## src/rtl/tdf_pkg.sv

```systemverilog
// Shared types and constants for the trial division factorizer.
package tdf_pkg;

  // Most results that one input number may produce.
  localparam int unsigned MaxResults = 30;
  localparam int unsigned CntW       = $clog2(MaxResults + 1);

  // Sequencer states, one-hot.
  typedef enum logic [4:0] {
    S_IDLE  = 5'b00001,
    S_TWO   = 5'b00010,
    S_DIV   = 5'b00100,
    S_EVAL  = 5'b01000,
    S_FLUSH = 5'b10000
  } tdf_state_e;

  // Result status codes.
  localparam logic StatusOk  = 1'b0;
  localparam logic StatusErr = 1'b1;

endpackage

```

## src/rtl/tdf_div.sv

```systemverilog
// Restoring divider, one quotient bit per cycle, shared by all odd trial divisors.
module tdf_div #(
  parameter int unsigned Width = 31
) (
  input  logic             clk_i,
  input  logic             rst_ni,
  input  logic             start_i,
  input  logic [Width-1:0] dividend_i,
  input  logic [Width-1:0] divisor_i,
  output logic             done_o,
  output logic [Width-1:0] quot_o,
  output logic [Width-1:0] rem_o
);

  localparam int unsigned CntBits = $clog2(Width + 1);

  logic               busy_q;
  logic               done_q;
  logic [CntBits-1:0] cnt_q;
  logic [Width-1:0]   dq_q;
  logic [Width-1:0]   rem_q;
  logic [Width-1:0]   dvs_q;

  logic [Width:0]     trial;
  logic [Width:0]     diff;
  logic               ge;
  logic [Width-1:0]   rem_next;

  // One restoring step: bring down the next dividend bit and try a subtract.
  assign trial    = {rem_q, dq_q[Width-1]};
  assign diff     = trial - {1'b0, dvs_q};
  assign ge       = (trial >= {1'b0, dvs_q});
  assign rem_next = ge ? diff[Width-1:0] : trial[Width-1:0];

  // Control state.
  always_ff @(posedge clk_i or negedge rst_ni) begin
    if (!rst_ni) begin
      busy_q <= 1'b0;
      done_q <= 1'b0;
      cnt_q  <= '0;
    end else begin
      done_q <= 1'b0;
      if (start_i) begin
        busy_q <= 1'b1;
        cnt_q  <= CntBits'(Width);
      end else if (busy_q) begin
        cnt_q <= cnt_q - 1'b1;
        if (cnt_q == CntBits'(1)) begin
          busy_q <= 1'b0;
          done_q <= 1'b1;
        end
      end
    end
  end

  // Datapath; the quotient shifts in where the dividend shifts out.
  always_ff @(posedge clk_i) begin
    if (start_i) begin
      dq_q  <= dividend_i;
      rem_q <= '0;
      dvs_q <= divisor_i;
    end else if (busy_q) begin
      dq_q  <= {dq_q[Width-2:0], ge};
      rem_q <= rem_next;
    end
  end

  assign done_o = done_q;
  assign quot_o = dq_q;
  assign rem_o  = rem_q;

  // A new division is never started while one is running.
  a_no_restart: assert property (@(posedge clk_i) disable iff (!rst_ni)
    busy_q |-> !start_i)
    else $error("divider restarted while busy");

  // Done follows the final step exactly.
  a_done_after_last: assert property (@(posedge clk_i) disable iff (!rst_ni)
    (busy_q && !start_i && cnt_q == CntBits'(1)) |=> done_q)
    else $error("divider done missing after last step");

  // Done is never raised while a division is still running.
  a_done_idle: assert property (@(posedge clk_i) disable iff (!rst_ni)
    done_q |-> !busy_q)
    else $error("divider done while busy");

endmodule

```

## src/rtl/trial_division_factorizer.sv

```systemverilog
// Top level: sequencer, result staging and output register of the factorizer.
//
// Usage: one signed number enters on number_i when in_valid_i is high and
// in_stall_o is low. The block then gives the prime factors in ascending order,
// one output transaction per factor, repeats included; the final one carries
// last_o. An input of 1 or less gives one transaction with status_o = 1,
// factor_o = 0 and last_o = 1. At most 30 results come from one input.
// While a number is being worked on in_stall_o stays high; it drops once the
// final result has moved into the output register.
// Method: factors of two are stripped by a shift. Every odd trial divisor goes
// through the shared one-bit-per-cycle divider, which forms remainder / divisor
// and remainder % divisor together. A 32-bit prime near 2^31 tries about 23000
// divisors.
// Output: the result is held in a register while out_stall_i is high; the
// sequencer keeps one result staged so that the last flag is known, and it
// waits when both stages are full and out_stall_i is high.
// Reset clears all control state; no item is in progress afterwards.
module trial_division_factorizer #(
  parameter int unsigned NUMBER_WIDTH = 32
) (
  input  logic                      clk_i,
  input  logic                      rst_ni,
  input  logic                      in_valid_i,
  output logic                      in_stall_o,
  input  logic signed [NUMBER_WIDTH-1:0] number_i,
  output logic                      out_valid_o,
  input  logic                      out_stall_i,
  output logic [NUMBER_WIDTH-2:0]   factor_o,
  output logic                      status_o,
  output logic                      last_o
);

  import tdf_pkg::*;

  localparam int unsigned N = NUMBER_WIDTH - 1;

  tdf_state_e      state_q, state_d;
  logic [N-1:0]    n_q, n_d;
  logic [N-1:0]    dv_q, dv_d;
  logic [CntW-1:0] cnt_q, cnt_d;
  logic            check_q, check_d;

  logic            pend_valid_q, pend_valid_d;
  logic [N-1:0]    pend_factor_q, pend_factor_d;
  logic            pend_status_q, pend_status_d;

  logic            out_valid_q, out_valid_d;
  logic [N-1:0]    out_factor_q;
  logic            out_status_q;
  logic            out_last_q;

  logic            can_push;
  logic            emit_ok;
  logic            emit;
  logic            push_pend;
  logic            push_last;
  logic            at_limit;
  logic            in_accept;

  logic            div_start;
  logic            div_done;
  logic [N-1:0]    div_quot;
  logic [N-1:0]    div_rem;

  // Shared divider for all odd trial divisors.
  tdf_div #(
    .Width (N)
  ) u_div (
    .clk_i      (clk_i),
    .rst_ni     (rst_ni),
    .start_i    (div_start),
    .dividend_i (n_d),
    .divisor_i  (dv_d),
    .done_o     (div_done),
    .quot_o     (div_quot),
    .rem_o      (div_rem)
  );

  // Handshake helpers.
  assign in_stall_o = (state_q != S_IDLE);
  assign in_accept  = in_valid_i && !in_stall_o;
  assign can_push   = !out_valid_q || !out_stall_i;
  assign emit_ok    = !pend_valid_q || can_push;
  assign at_limit   = (cnt_q == CntW'(MaxResults - 1));

  // Sequencer: strip twos, then try odd divisors through the shared divider.
  always_comb begin
    state_d       = state_q;
    n_d           = n_q;
    dv_d          = dv_q;
    cnt_d         = cnt_q;
    check_d       = check_q;
    pend_factor_d = pend_factor_q;
    pend_status_d = pend_status_q;
    emit          = 1'b0;
    push_last     = 1'b0;
    div_start     = 1'b0;

    unique case (state_q)
      S_IDLE: begin
        if (in_accept) begin
          if (number_i[N] || (number_i[N-1:1] == '0)) begin
            emit          = 1'b1;
            pend_factor_d = '0;
            pend_status_d = StatusErr;
            state_d       = S_FLUSH;
          end else begin
            n_d     = number_i[N-1:0];
            cnt_d   = '0;
            state_d = S_TWO;
          end
        end
      end
      S_TWO: begin
        if (!n_q[0]) begin
          if (emit_ok) begin
            emit          = 1'b1;
            pend_factor_d = N'(2);
            pend_status_d = StatusOk;
            n_d           = {1'b0, n_q[N-1:1]};
            cnt_d         = cnt_q + 1'b1;
            if (at_limit) begin
              state_d = S_FLUSH;
            end
          end
        end else begin
          dv_d      = N'(3);
          check_d   = 1'b1;
          div_start = 1'b1;
          state_d   = S_DIV;
        end
      end
      S_DIV: begin
        if (div_done) begin
          state_d = S_EVAL;
        end
      end
      S_EVAL: begin
        if (check_q && (dv_q > div_quot)) begin
          // Divisor squared exceeds the remainder: what is left, if above one, is prime.
          if (n_q > N'(1)) begin
            if (emit_ok) begin
              emit          = 1'b1;
              pend_factor_d = n_q;
              pend_status_d = StatusOk;
              state_d       = S_FLUSH;
            end
          end else begin
            state_d = S_FLUSH;
          end
        end else if (div_rem == '0) begin
          if (emit_ok) begin
            emit          = 1'b1;
            pend_factor_d = dv_q;
            pend_status_d = StatusOk;
            n_d           = div_quot;
            cnt_d         = cnt_q + 1'b1;
            if (at_limit) begin
              state_d = S_FLUSH;
            end else begin
              check_d   = 1'b0;
              div_start = 1'b1;
              state_d   = S_DIV;
            end
          end
        end else begin
          dv_d      = dv_q + N'(2);
          check_d   = 1'b1;
          div_start = 1'b1;
          state_d   = S_DIV;
        end
      end
      S_FLUSH: begin
        if (can_push) begin
          push_last = 1'b1;
          state_d   = S_IDLE;
        end
      end
      default: state_d = S_IDLE;
    endcase
  end

  // Staged result: a new one pushes the previous one to the output, and the flush pushes the last one.
  assign push_pend = (emit && pend_valid_q) || push_last;

  always_comb begin
    pend_valid_d = pend_valid_q;
    if (emit) begin
      pend_valid_d = 1'b1;
    end else if (push_last) begin
      pend_valid_d = 1'b0;
    end
  end

  always_comb begin
    out_valid_d = out_valid_q;
    if (push_pend) begin
      out_valid_d = 1'b1;
    end else if (out_valid_q && !out_stall_i) begin
      out_valid_d = 1'b0;
    end
  end

  // Control registers.
  always_ff @(posedge clk_i or negedge rst_ni) begin
    if (!rst_ni) begin
      state_q      <= S_IDLE;
      pend_valid_q <= 1'b0;
      out_valid_q  <= 1'b0;
      cnt_q        <= '0;
      check_q      <= 1'b0;
    end else begin
      state_q      <= state_d;
      pend_valid_q <= pend_valid_d;
      out_valid_q  <= out_valid_d;
      cnt_q        <= cnt_d;
      check_q      <= check_d;
    end
  end

  // Payload registers.
  always_ff @(posedge clk_i) begin
    n_q           <= n_d;
    dv_q          <= dv_d;
    pend_factor_q <= pend_factor_d;
    pend_status_q <= pend_status_d;
    if (push_pend) begin
      out_factor_q <= pend_factor_q;
      out_status_q <= pend_status_q;
      out_last_q   <= push_last;
    end
  end

  assign out_valid_o = out_valid_q;
  assign factor_o    = out_factor_q;
  assign status_o    = out_status_q;
  assign last_o      = out_last_q;

  // Nothing stays staged once the sequencer is back to idle.
  a_idle_empty: assert property (@(posedge clk_i) disable iff (!rst_ni)
    (state_q == S_IDLE) |-> !pend_valid_q)
    else $error("staged result left over in idle");

  // The divider only reports while the sequencer waits for it.
  a_done_in_div: assert property (@(posedge clk_i) disable iff (!rst_ni)
    div_done |-> (state_q == S_DIV))
    else $error("divider done outside wait state");

  // An error transaction is always the final one and carries no factor.
  a_err_last: assert property (@(posedge clk_i) disable iff (!rst_ni)
    (out_valid_q && out_status_q) |-> (out_last_q && (out_factor_q == '0)))
    else $error("error result malformed");

  // The result count never passes the limit while work is in progress.
  a_cnt_range: assert property (@(posedge clk_i) disable iff (!rst_ni)
    (state_q == S_TWO || state_q == S_DIV || state_q == S_EVAL)
      |-> (cnt_q < CntW'(MaxResults)))
    else $error("result count beyond limit");

  // Leaving the flush state always hands over the final result.
  a_flush_push: assert property (@(posedge clk_i) disable iff (!rst_ni)
    (state_q == S_FLUSH && can_push) |=> (out_valid_q && out_last_q))
    else $error("final result not delivered on flush");

endmodule

```

## config.mk

```make
export PLATFORM = sky130hd
export DESIGN_NAME = trial_division_factorizer
export DESIGN_NICKNAME = d
export VERILOG_FILES = /design/src/rtl/tdf_pkg.sv /design/src/rtl/tdf_div.sv /design/src/rtl/trial_division_factorizer.sv
export SDC_FILE = /design/constraint.sdc
export NUM_CORES = 1
export LEC_CHECK = 0
export ABC_AREA = 1
export BUFFER_PORTS_ARGS = -buffer_cell sky130_fd_sc_hd__buf_2
export CORE_AREA = 2 2 253 255
export DETAILED_ROUTE_END_ITERATION = 10
export DIE_AREA = 0 0 255 257
export MAX_ROUTING_LAYER = met4
export SYNTH_ARGS = -nofsm -noshare
export SYNTH_HDL_FRONTEND = slang
export SYNTH_SLANG_ARGS = --single-unit
```

## constraint.sdc

```tcl
create_clock -name clk_i -period 10.9 [get_ports clk_i]
set_input_delay 0 -clock clk_i [delete_from_list [all_inputs] [get_ports clk_i]]
set_output_delay 0 -clock clk_i [all_outputs]
set_load 0.02 [all_outputs]
```

==> results of run 1 <==
==> worst max-delay path, cell delays in order (launching register included) <==
cell and delay [ps]:
edfxtp_1 320, inv_1 80, ha_1 300, nand2_1 70, nor2_1 140, nand4_1 150, nor2_1 210, nand2_1 80
nand2_1 610, nand2_4 440, buf_4 520, clkinv_1 110, buf_4 290, nand3_1 140, nand3_2 80, buf_4 460
nand2_1 170, nand2_2 750
==> layer usage <==
layer,up-vias,part of all wire
li1,7349,-
met1,6878,0.44
met2,585,0.45
met3,80,0.075
met4,0,0.028
met5,-,0
==> through the flow <==
| step | hold WS [ps] | utilization | setup slack (ps) | std cells |
|---|---|---|---|---|
| floorplan | -296 | - | 7160 | 2176 |
| global placement | -8.52 | 0.266 | 5700 | 3018 |
| detailed placement | -17.2 | 0.266 | 5600 | 3018 |
| CTS | 9.99 | 0.286 | 5560 | 3103 |
| global route | 108 | 0.286 | 5130 | 3103 |
| finish | 24.1 | 0.286 | 5470 | 3103 |
==> cell usage in the layout (no fill, tap or decap), drive strengths merged <==
cell and n:
dlygate4sd3 33, nor3 27, dfxtp 93, nand3b 6, clkinv 6, buf 89, nor4 12, o21bai 7
clkbuf 36, a211oi 1, nor2 129, o211ai 20, and3 2, xnor2 8, a21o 4, nand2 643
clkinvlp 5, dfstp 1, and2 22, o21a 3, edfxtp 127, dfrtp 19, xor2 31, a21oi 120
nand3 241, o22ai 2, a21boi 12, o21ai 214, or2 9, inv 238, nand4 24, fa 1
ha 67, bufinv 5
==> cells by family after synthesis <==
kind of cell    synth area share
compound gates             0.132
flops                      0.397
buf+inv                   0.0861
simple gates               0.307
xor+xnor                  0.0220
fa+ha+maj                 0.0552
==> flip-flops by register name (all words and copies together), names as in the netlist, 5 cells and up <==
name	cells
dv_q	31
factor_o	31
n_q	31
pend_factor_q	31
u_div.dvs_q	31
u_div.quot_o	31
u_div.rem_o	31
cnt_q	5
state_q	5
u_div.cnt_q	5
==> power by group through the flow <==
stage	clock network, µW	logic (µW)	registers (µW)
2_1_floorplan	0	1530	1530
5_1_grt	1050	2400	1640
3_3_place_gp	0	2050	1610
6_report	999	2120	1610
3_5_place_dp	0	2070	1610
4_1_cts	1020	2100	1600
==> worst max-delay path by stage <==
stage | endpoint | slack [ps] | depth (start not counted) | startpoint
after global routing | factor_o[23]$_DFFE_PP_ | 5130 | 18 | dv_q[8]$_DFF_P_
after detailed placement | factor_o[9]$_DFFE_PP_ | 5600 | 17 | u_div.quot_o[30]$_DFFE_PP_
final | factor_o[23]$_DFFE_PP_ | 5470 | 17 | u_div.quot_o[30]$_DFFE_PP_
after CTS | factor_o[23]$_DFFE_PP_ | 5560 | 17 | u_div.quot_o[30]$_DFFE_PP_
after floorplan | factor_o[0]$_DFFE_PP_ | 7160 | 13 | u_div.quot_o[30]$_DFFE_PP_
after global placement | factor_o[1]$_DFFE_PP_ | 5700 | 17 | u_div.quot_o[30]$_DFFE_PP_
==> final cells by class <==
cell class                      count  share of cell area
Clock inverter                     16              0.0130
Inverter                          238              0.0497
Sequential cell                   240               0.344
Tap cell                          846              0.0589
Clock buffer                       36              0.0407
Multi-Input combinational cell   1605               0.448
Timing Repair Buffer              122              0.0458
==> summary.txt, run 1 <==
Outcome
  • Status: complete, no violations

Layout
  • Area of the multi-input gates: approximately 0.0081 mm²
  • Sequential cell area: 0.00618 mm²
  • Share of cells above drive strength 1: 0.0740
  • Area growth, synth to finish: 15.6%
  • Fill cell count: 6860
  • Antenna diodes: 0
  • Nets: approximately 2.3k
  • Post-Layout Inst Area: 0.0180 mm²

Placement
  • DPL Wire Length: between 30000 and 40000 µm
  • RePlAce Congestion: 0.962
  • Area after DPL: around 0.017 mm²
  • PortBufs: 70

GRT
  • First-pass GRT wire length: 81000 µm
  • GRT busiest layer: met2
  • GR Overflow Total: 0
  • Antenna violations before repair: 0
  • Largest net degree at the start of global routing: 86
  • GRT Util Overall: 0.161
  • Vias in the first global route: 13.8k
  • Met2 usage: 0.251
  • Met3 usage: 0.0188
  • GR Util met1: 0.220

Worst setup path
  • FF-to-FF path depth: 17
  • Reg-to-reg endpoint: factor_o[23]$_DFFE_PP_
  • Worst EP required: 11080 ps
  • CP max FO: 85
  • Setup Crit Path Kind: reg2reg
  • Worst r2r src: u_div.quot_o[30]$_DFFE_PP_
  • Critical Path Start Type: flip-flop
  • Arr. time, crit path: 5610 ps
  • R2R Setup Slk: 5470 ps
  • Crit end category: flip-flop

STA
  • Fin. Hold Viols: 0
  • Fmax achieved: 184 MHz
  • Slew HR: 0.237
  • Post-route minimum period: approximately 5400 ps
  • Tcrit/Tclk final: 0.498
  • Slew Viols, Final: 0
  • Final setup fails: 0
  • RSZ-0062 raised after global routing: no
  • Clk_skew: approximately 19 ps
  • Fin Setup TNS: 0 ps
  • Least-Margin Pin Slew: between 1000 and 1500 ps

Routing
  • DRC: 0
  • Final ANT Viol Nets: 0
  • Routed wire length: 52600 µm
  • Via count: roughly 15k
  • Average wire per standard cell: approximately 17 µm
  • DR vias/cell: about 4.8
  • Drt initial violations: about 1.6k
  • DR pass1 iterations: 8

CTS
  • Clk Latency, worst-skew pair: around 580 ps
  • Root buf cell: clkbuf_16
  • Reg clk slew, reported paths: roughly 70 ps
  • Deepest clock path buffer count: 3
  • Post-CTS setup buffers: 0
  • CTS Buf Count: 28
  • CTS sink cnt: 240
  • H-tree levels: 1
  • CTS tree: yes
  • CTS Hold Buffers Added: 33
  • Post-CTS sizing: 0

Yosys
  • Synthesized instance count: 2176
  • Sequential share of the synthesized area: 0.397
  • Post-synth top cells: nand2_1, nand3_1, inv_1
  • Synth Register Bits: 240
  • EDFF count, synth: 127
  • Ys async rst share: 0.0833
  • Synthesized area: between 0.015 and 0.02 mm²
  • Top cells by area, synth: edfxtp_1, nand2_1, dfxtp_1, nand3_1, o21ai_0
  • Syn_nets: ~2.3k
  • Share of Yosys cell area claimed by the top area cell type: 0.245
  • Cell taking the most area after synthesis: edfxtp_1
  • Syn Area/Cell: slightly above 7 µm²
  • Top FF cell, synth: edfxtp_1
  • Most frequent cell after synthesis: nand2_1
  • Post-synth cell types: 44
  • Synth warn: 0

Power and ir drop
  • Comb pwr share: 0.448
  • Pleak: 0.00784 µW
  • Peak VDD IR: 0.117 mV
  • Clock Power Share: 0.212
  • PwrDens: roughly 260 mW/mm²
  • Net Switching: between 2000 and 2500 µW
  • Internal: 2610 µW
  • Reg power frac: 0.340
  • Switching Share: 0.448
  • Tot Pwr: around 4700 µW

Floorplanning
  • Die H: approximately 260 µm
  • Ports: 71
  • Die width: 255 µm
  • # rows: 92
  • Starting density of the core: 0.248
  • Core box area: 0.0627 mm²
  • Die Area: about 0.066 mm²

Hold path
  • Hold path cells: 5
  • HP Start: number_i[20]
  • Worst Hold End: n_q[20]$_DFF_P_
  • Worst hold path class: in2reg

Run
  • MaxCap Viol Count: 0
Note: power is estimated with default switching activity, not from simulation.
==> run 2: changes to the inputs <==
==> constraint.sdc (replaced) <==
create_clock -name clk_i -period 5.2 [get_ports clk_i]
set_input_delay 0 -clock clk_i [delete_from_list [all_inputs] [get_ports clk_i]]
set_output_delay 0 -clock clk_i [all_outputs]
set_load 0.02 [all_outputs]
==> run 2 against run 1 <==
  * Sequential cell count is the same
  * Power grew 110%
  * Sequential share of layout area shrank 0.34 points
  * Clock power grew 120%
  * Critical path depth shrank 2
  * Die area is the same
  * Largest cell class unchanged
  * Wire length shrank 0.94%
  * The flow now finishes with violations (hold timing)
  * Non-clock buffer count grew 8
==> summary.txt, run 2 (synthesis results as in run 1) <==
CTS
  • Reg clk slew, reported paths: 60 ps (about the same)
  • CTS tree: yes
  • H-tree levels: 1 (unchanged)
  • CTS Buf Count: 28 (unchanged)
  • CTS sink cnt: 240 (unchanged)
  • Root buf cell: clkbuf_16
  • CTS Hold Buffers Added: 35 (+6.1%)
  • Post-CTS sizing: 0 (unchanged)
  • Clk Latency, worst-skew pair: 580 ps (about the same)
  • Post-CTS setup buffers: 0 (unchanged)
  • Deepest clock path buffer count: 3 (unchanged)

STA
  • Slew Viols, Final: 0 (unchanged)
  • Least-Margin Pin Slew: 1100 ps (-45.8 ps)
  • Post-route minimum period: 3510 ps (-1920 ps)
  • Tcrit/Tclk final: 0.675 (+0.176)
  • Fin Setup TNS: 0 ps (unchanged)
  • Fmax achieved: 285 MHz (+55%)
  • Clk_skew: 30.4 ps (+11.2 ps)
  • Final setup fails: 0 (unchanged)
  • Slew HR: 0.269 (+0.0320)
  • Setup ws final: 1690 ps (-3780 ps)
  • RSZ-0062 raised after global routing: no
  • Fin. Hold Viols: 1 (+1)
  • Min Hold Slack: -5.83 ps (-29.9 ps)

Layout
  • Area growth, synth to finish: 16.8%
  • Nets: 2347 (+0.34%)
  • Share of cells above drive strength 1: 0.0804 (+0.00636)
  • Most frequent cells in the layout: nand2_1, nand3_1, inv_1, o21ai_0, edfxtp_1
  • Sequential cell area: 0.00618 mm² (unchanged)
  • Leading cell type in the layout, fill and taps excluded: nand2_1
  • Area of the multi-input gates: 0.00806 mm² (unchanged)
  • Fill cell count: 6780 (-1.2%)

Routing
  • Via count: 14.8k (-0.31%)
  • DR pass1 iterations: 6 (-2)
  • Routed wl met2: 23100 µm (-3.4%)
  • Final ANT Viol Nets: 0 (unchanged)
  • M1 wire length: 23600 µm (+1.1%)
  • Average wire per standard cell: 16.7 µm (-1.2%)
  • Max layer used: met4
  • Routed wire length: 52100 µm (-0.94%)
  • Drt initial violations: 1535 (-1.5%)
  • DR vias/cell: 4.77 (-0.60%)
  • Met3 routed WL: 3760 µm (-4.2%)
  • DRC: 0 (unchanged)

Power and ir drop
  • Pleak: 0.00795 µW (+1.4%)
  • Internal: 5560 µW (+110%)
  • Switching Share: 0.447 (-0.00151)
  • Net Switching: 4490 µW (+110%)
  • Peak VDD IR: 0.278 mV (+140%)
  • Reg power frac: 0.329 (-0.011)
  • Comb pwr share: 0.452 (+0.004)
  • PwrDens: 554 mW/mm² (+110%)
  • Clock Power Share: 0.219 (+0.007)

GRT
  • GRT Util Overall: 0.161 (-0.000828)
  • Largest net degree at the start of global routing: 114 (+33%)
  • GR Overflow Total: 0 (unchanged)
  • First-pass GRT wire length: 79800 µm (-1.5%)
  • Vias in the first global route: 13.5k (-1.9%)
  • Antenna violations before repair: 1 (+1)

Worst setup path
  • FF-to-FF path depth: 15 (-2)
  • CP max FO: 113 (+33%)
  • Arr. time, crit path: 3790 ps (-1820 ps)
  • Setup Crit Path Kind: reg2reg
  • R2R Setup Slk: 1690 ps (-3780 ps)
  • Worst EP required: 5490 ps (-5590 ps)
  • Crit end category: flip-flop
  • Critical Path Start Type: flip-flop

Floorplanning
  • Die H: 257 µm (unchanged)
  • Core box area: 0.0627 mm² (unchanged)
  • # rows: 92 (unchanged)
  • Starting density of the core: 0.248 (unchanged)
  • Die width: 255 µm (unchanged)
  • Ports: 71 (unchanged)
  • Die Area: 0.0655 mm² (unchanged)

Placement
  • PortBufs: 70 (unchanged)
  • DPL Wire Length: 37900 µm (-1.9%)
  • RePlAce Congestion: 0.950 (-1.2%)
  • DP Worst Slack: 1820 ps (-3770 ps)

Outcome
  • Status: finished with violations
  • Failing checks: hold timing

Hold path
  • Hold path cells: 5 (unchanged)
  • Worst hold path class: in2reg

Run
  • MaxCap Viol Count: 0 (unchanged)
## run 2: power groups by stage
stage | sequential [µW] | combinational, µW | clock (µW)
2_1_floorplan | 3210 | 3210 | 0
3_3_place_gp | 3330 | 4440 | 0
3_5_place_dp | 3330 | 4460 | 0
4_1_cts | 3300 | 4510 | 2240
5_1_grt | 3380 | 5110 | 2320
6_report | 3310 | 4540 | 2200
## run 2: layer usage
metal  global-route usage  vias up
met5                    -        -
met4               0.0466        0
met3               0.0293       91
met2                0.242      520
met1                0.218     6869
li1                     -     7366
## run 2: path summary, 6_finish.rpt
kind / startpoint / to
hold / removal: number_i[20] / n_q[20]$_DFF_P_
min in group asynchronous: rst_ni / state_q[0]$_DFFE_PN1P_
max in group asynchronous: rst_ni / u_div.done_o$_DFF_PN0_
setup / recovery: u_div.quot_o[30]$_DFFE_PP_ / u_div.dvs_q[7]$_DFFE_PP_
setup reg to reg: u_div.quot_o[30]$_DFFE_PP_ / u_div.dvs_q[7]$_DFFE_PP_
hold reg to reg: pend_factor_q[25]$_DFFE_PP_ / factor_o[25]$_DFFE_PP_
## run 2: final cells by class
cell class / instances / share of cell area
diodes: 1 / 0.000138
clock buffers: 30 / 0.0396
clock inverters: 22 / 0.0170
inverters: 238 / 0.0492
multi-input cells: 1605 / 0.444
flip-flops and latches: 240 / 0.340
well taps: 846 / 0.0583
repair buffers: 130 / 0.0517
## run 2: stage by stage
step | cell area [µm²] | cells | total power (µW) | utilization
3_3_place_gp | 16800 | 3024 | 7760 | 0.267
5_1_grt | 18200 | 3112 | 10800 | 0.289
3_5_place_dp | 16800 | 3024 | 7790 | 0.267
6_report | 18200 | 3112 | 10100 | 0.289
4_1_cts | 18100 | 3111 | 10000 | 0.289
2_1_floorplan | 15500 | 2176 | 6420 | -
## run 2: critical path, cell delays in order (launching register included)
cell and delay [ps]:
edfxtp_1 360, inv_1 180, ha_1 290, a21o_1 200
nor2_1 110, nand2_1 90, a21oi_1 140, nand2_1 70
buf_4 220, nand2_4 140, buf_12 400, nand2_1 380
inv_2 250, nand3_1 90, nand3_1 110, o21ai_0 120
==> run 3: changes to the inputs <==
--- a/config.mk
+++ b/config.mk
@@ -5,11 +5,11 @@
 export SDC_FILE = /design/constraint.sdc
 export NUM_CORES = 1
 export LEC_CHECK = 0
-export ABC_AREA = 1
+export ABC_AREA = 0
 export BUFFER_PORTS_ARGS = -buffer_cell sky130_fd_sc_hd__buf_2
-export CORE_AREA = 2 2 253 255
+export CORE_AREA = 2 2 233 235
 export DETAILED_ROUTE_END_ITERATION = 10
-export DIE_AREA = 0 0 255 257
+export DIE_AREA = 0 0 235 237
 export MAX_ROUTING_LAYER = met4
 export SYNTH_ARGS = -nofsm -noshare
 export SYNTH_HDL_FRONTEND = slang
==> constraint.sdc (replaced) <==
create_clock -name clk_i -period 3.2 [get_ports clk_i]
set_input_delay 0 -clock clk_i [delete_from_list [all_inputs] [get_ports clk_i]]
set_output_delay 0 -clock clk_i [all_outputs]
set_load 0.02 [all_outputs]
==> run 3 against run 2 <==
  * The run ends with setup timing left
  * Wire length fell by 19%
  * Critical path depth decreased by 5
  * Non-clock buffer count up 149
  * Sequential cell count stayed put
  * Synthesized cell count decreased by 35%
  * Register-to-register slack worse by 1800 ps
  * Critical endpoint is now u_div.quot_o[30]$_DFFE_PP_
  * Largest cell class unchanged
==> summary.txt, run 3 <==
CTS
  • CTS sink cnt: 240 (unchanged)
  • Root buf cell: clkbuf_16
  • H-tree levels: 1 (unchanged)
  • Deepest clock path buffer count: 3 (unchanged)
  • CTS Buf Count: 27 (-3.6%)
  • Clk Latency, worst-skew pair: 560 ps (-20 ps)
  • Reg clk slew, reported paths: 70 ps (about the same)
  • CTS tree: yes

STA
  • RSZ-0062 raised after global routing: yes
  • Fmax achieved: 305 MHz (+6.9%)
  • Slew Viols, Final: 0 (unchanged)
  • Tcrit/Tclk final: 1.03 (+0.351)
  • Setup ws final: -82.9 ps (-1770 ps)
  • Fin Setup TNS: -1650 ps (-1650 ps)
  • Post-route minimum period: 3280 ps (-226 ps)
  • Slew HR: 0.353 (+0.0840)
  • Final setup fails: 35 (+35)
  • Clk_skew: 39.6 ps (+9.17 ps)
  • Fin. Hold Viols: 0 (-1)
  • Least-Margin Pin Slew: 968 ps (-128 ps)

Floorplanning
  • Ports: 71 (unchanged)
  • Starting density of the core: 0.248 (about the same)
  • Die width: 235 µm (-7.8%)
  • Die Area: 0.0557 mm² (-15%)
  • # rows: 85 (-7.6%)
  • Core box area: 0.0533 mm² (-15%)
  • Die H: 237 µm (-7.8%)

Yosys
  • Post-Synth XOR/XNOR Area: 0.0206 (-0.00142)
  • EDFF count, synth: 127 (unchanged)
  • Most frequent cell after synthesis: nand2_1
  • Share of Yosys cell area claimed by the top area cell type: 0.289 (+0.0434)
  • Top cells by area, synth: edfxtp_1, dfxtp_1, ha_1, a21oi_1, nand2_1
  • Cell taking the most area after synthesis: edfxtp_1
  • Mux contribution to synthesized area: 0.0454 (+0.0454)
  • Post-synthesis compound-gate area fraction: 0.207 (+0.0750)
  • Syn_nets: 1509 (-34%)
  • Synth Area in Simple Gates: 0.144 (-0.163)
  • Sequential share of the synthesized area: 0.468 (+0.0703)
  • Post-synth top cells: nand2_1, a21oi_1, edfxtp_1
  • Ys async rst share: 0.0833 (unchanged)
  • Post-synth cell types: 66 (+50%)
  • Syn Area/Cell: 9.40 µm² (+32%)
  • Main combinational cell family by area after synthesis: compound AO/OA/AOI/OAI gates
  • Synthesized instance count: 1405 (-35%)
  • Synthesized area: 0.0132 mm² (-15%)
  • Top FF cell, synth: edfxtp_1
  • Synth warn: 0 (unchanged)
  • Synth Register Bits: 240 (unchanged)
  • Post-Synth Adder-Cell Area: 0.0650 (+0.00977)

Routing
  • DR vias/cell: 5.10 (+6.9%)
  • Drt initial violations: 997 (-35%)
  • Routed wire length: 42400 µm (-19%)
  • DR pass1 iterations: 6 (unchanged)
  • Final ANT Viol Nets: 0 (unchanged)
  • Via count: 12.0k (-19%)
  • DRC: 0 (unchanged)
  • Average wire per standard cell: 18.1 µm (+8.1%)

Outcome
  • Status: finished with violations
  • Failing checks: setup timing

Placement
  • PortBufs: 70 (unchanged)
  • RePlAce Congestion: 0.870 (-8.4%)
  • DP Worst Slack: -112 ps (-1940 ps)
  • DPL Wire Length: 29800 µm (-21%)

Layout
  • Area of the multi-input gates: 0.00669 mm² (-17%)
  • Fill cell count: 5383 (-21%)
  • Area growth, synth to finish: 31.1%
  • Sequential cell area: 0.00618 mm² (about the same)
  • Leading cell type in the layout, fill and taps excluded: nand2_1
  • Share of cells above drive strength 1: 0.229 (+0.149)
  • Nets: 1731 (-26%)
  • Most frequent cells in the layout: nand2_1, buf_4, a21oi_1, edfxtp_1, o21ai_0
  • Antenna diodes: 0 (-1)

Power and ir drop
  • Peak VDD IR: 0.441 mV (+59%)
  • Switching Share: 0.390 (-0.0571)
  • Comb pwr share: 0.485 (+0.033)
  • Internal: 10300 µW (+84%)
  • Clock Power Share: 0.194 (-0.025)
  • Net Switching: 6550 µW (+46%)
  • Reg power frac: 0.321 (-0.008)
  • PwrDens: 971 mW/mm² (+75%)
  • Pleak: 0.00701 µW (-12%)

Hold path
  • Worst hold path class: in2reg

Worst setup path
  • Crit end category: flip-flop
  • R2R Setup Slk: -80 ps (-1770 ps)
  • CP max FO: 3 (-97%)
  • Critical path's slowest cell: or4_4
  • Arr. time, crit path: 3600 ps (-190 ps)
  • Critical Path Start Type: flip-flop
  • Top delay family on crit path: simple AND/OR/NAND/NOR gates
  • CP Buf/Inv Count: 1 (-3)
  • Worst EP required: 3520 ps (-1970 ps)
  • CP peak stage delay: 490 ps (+90 ps)
  • Crit-path cells: inv_1 -> ha_1 -> nand4_1 -> nor4_4 -> a31oi_2 -> and2_4 -> or4_4 -> a2111o_1 -> a221o_1 -> mux2_4
  • Setup Crit Path Kind: reg2reg

GRT
  • GRT Util Overall: 0.146 (-0.0147)
  • Antenna violations before repair: 0 (-1)
  • Largest net degree at the start of global routing: 62 (-46%)
  • First-pass GRT wire length: 63600 µm (-20%)
  • GR Overflow Total: 0 (unchanged)
  • Vias in the first global route: 11.2k (-17%)

Run
  • MaxCap Viol Count: 0 (unchanged)
run 3: changes by cell type after synthesis, sizes merged, moves of 29 or more:
| cell | previous run | this run |
|---|---|---|
| a21oi | 120 | 153 |
| nand3 | 241 | 22 |
| clkbuf | 48 | 77 |
| mux2 | 0 | 31 |
| nand2 | 643 | 184 |
| o21ai | 214 | 122 |
| inv | 236 | 87 |
| nor2 | 129 | 41 |
| a221oi | 0 | 30 |
| buf | 45 | 9 |
| a2bb2oi | 0 | 29 |
run 3: cells by family (layout without fill, tap and decap cells):
logic type / after synthesis / in the layout
mux: 56 / 56
simple gates: 393 / 393
compound gates: 444 / 444
buf+inv: 173 / 416
fa+ha+maj: 68 / 68
xor+xnor: 31 / 31
flops: 240 / 240
run 3: final timing paths:
check                                             from                         end  cells past startpoint
setup / recovery            u_div.quot_o[23]$_DFFE_PP_  u_div.quot_o[30]$_DFFE_PP_                     10
hold reg to reg            pend_factor_q[26]$_DFFE_PP_      factor_o[26]$_DFFE_PP_                      0
setup reg to reg            u_div.quot_o[23]$_DFFE_PP_  u_div.quot_o[30]$_DFFE_PP_                     10
max in group asynchronous                       rst_ni      u_div.busy_q$_DFF_PN0_                      4
hold / removal                              in_valid_i      state_q[0]$_DFFE_PN1P_                      3
min in group asynchronous                       rst_ni      state_q[0]$_DFFE_PN1P_                      3
run 3: per-layer routing:
layer | GRT usage | share of wire | vias up
met1 | 0.201 | 0.46 | 5756
li1 | - | - | 5677
met3 | 0.0169 | 0.058 | 94
met2 | 0.223 | 0.45 | 428
met4 | 0.0478 | 0.038 | 0
met5 | - | 0 | -
run 3: metrics by stage:
stage,util,instances,power (µW),hold slack [ps],instance area (µm²)
2_1_floorplan,-,1405,10000,-296,13300
3_3_place_gp,0.290,2232,12700,-11.6,15400
5_1_grt,0.325,2344,17900,233,17300
6_report,0.325,2344,16800,211,17300
3_5_place_dp,0.290,2232,12900,-3.09,15400
4_1_cts,0.317,2325,16400,202,16900
run 3: repair_timing:
action,4_1_cts,5_1_grt
pin swaps,9,19
buffers inserted,6,13
endpoints found under the setup margin,70,145
hold buffers,37,0
resized for setup,12,48
endpoints found under the hold margin,61,0
gates cloned,0,6
run 3: area by class of cell:
| class | instances | area share |
|---|---|---|
| clock buffers | 36 | 0.0444 |
| clock inverters | 14 | 0.0103 |
| inverters | 87 | 0.0190 |
| multi-input cells | 992 | 0.386 |
| flip-flops and latches | 240 | 0.357 |
| well taps | 696 | 0.0503 |
| repair buffers | 279 | 0.133 |
run 3: power groups by stage:
stage / Sequential (µW) / Combinational [µW] / Clock (µW)
final: 5400 / 8150 / 3270
after CTS: 5390 / 7630 / 3340
after global routing: 5520 / 8960 / 3450
after global placement: 5420 / 7290 / 0
after detailed placement: 5450 / 7460 / 0
after floorplan: 5220 / 4820 / 0
run 3: tightest hold or removal path, cell delays in order:
cell,delay (ps)
dlygate4sd3_1,520
buf_2,150
o22ai_1,90
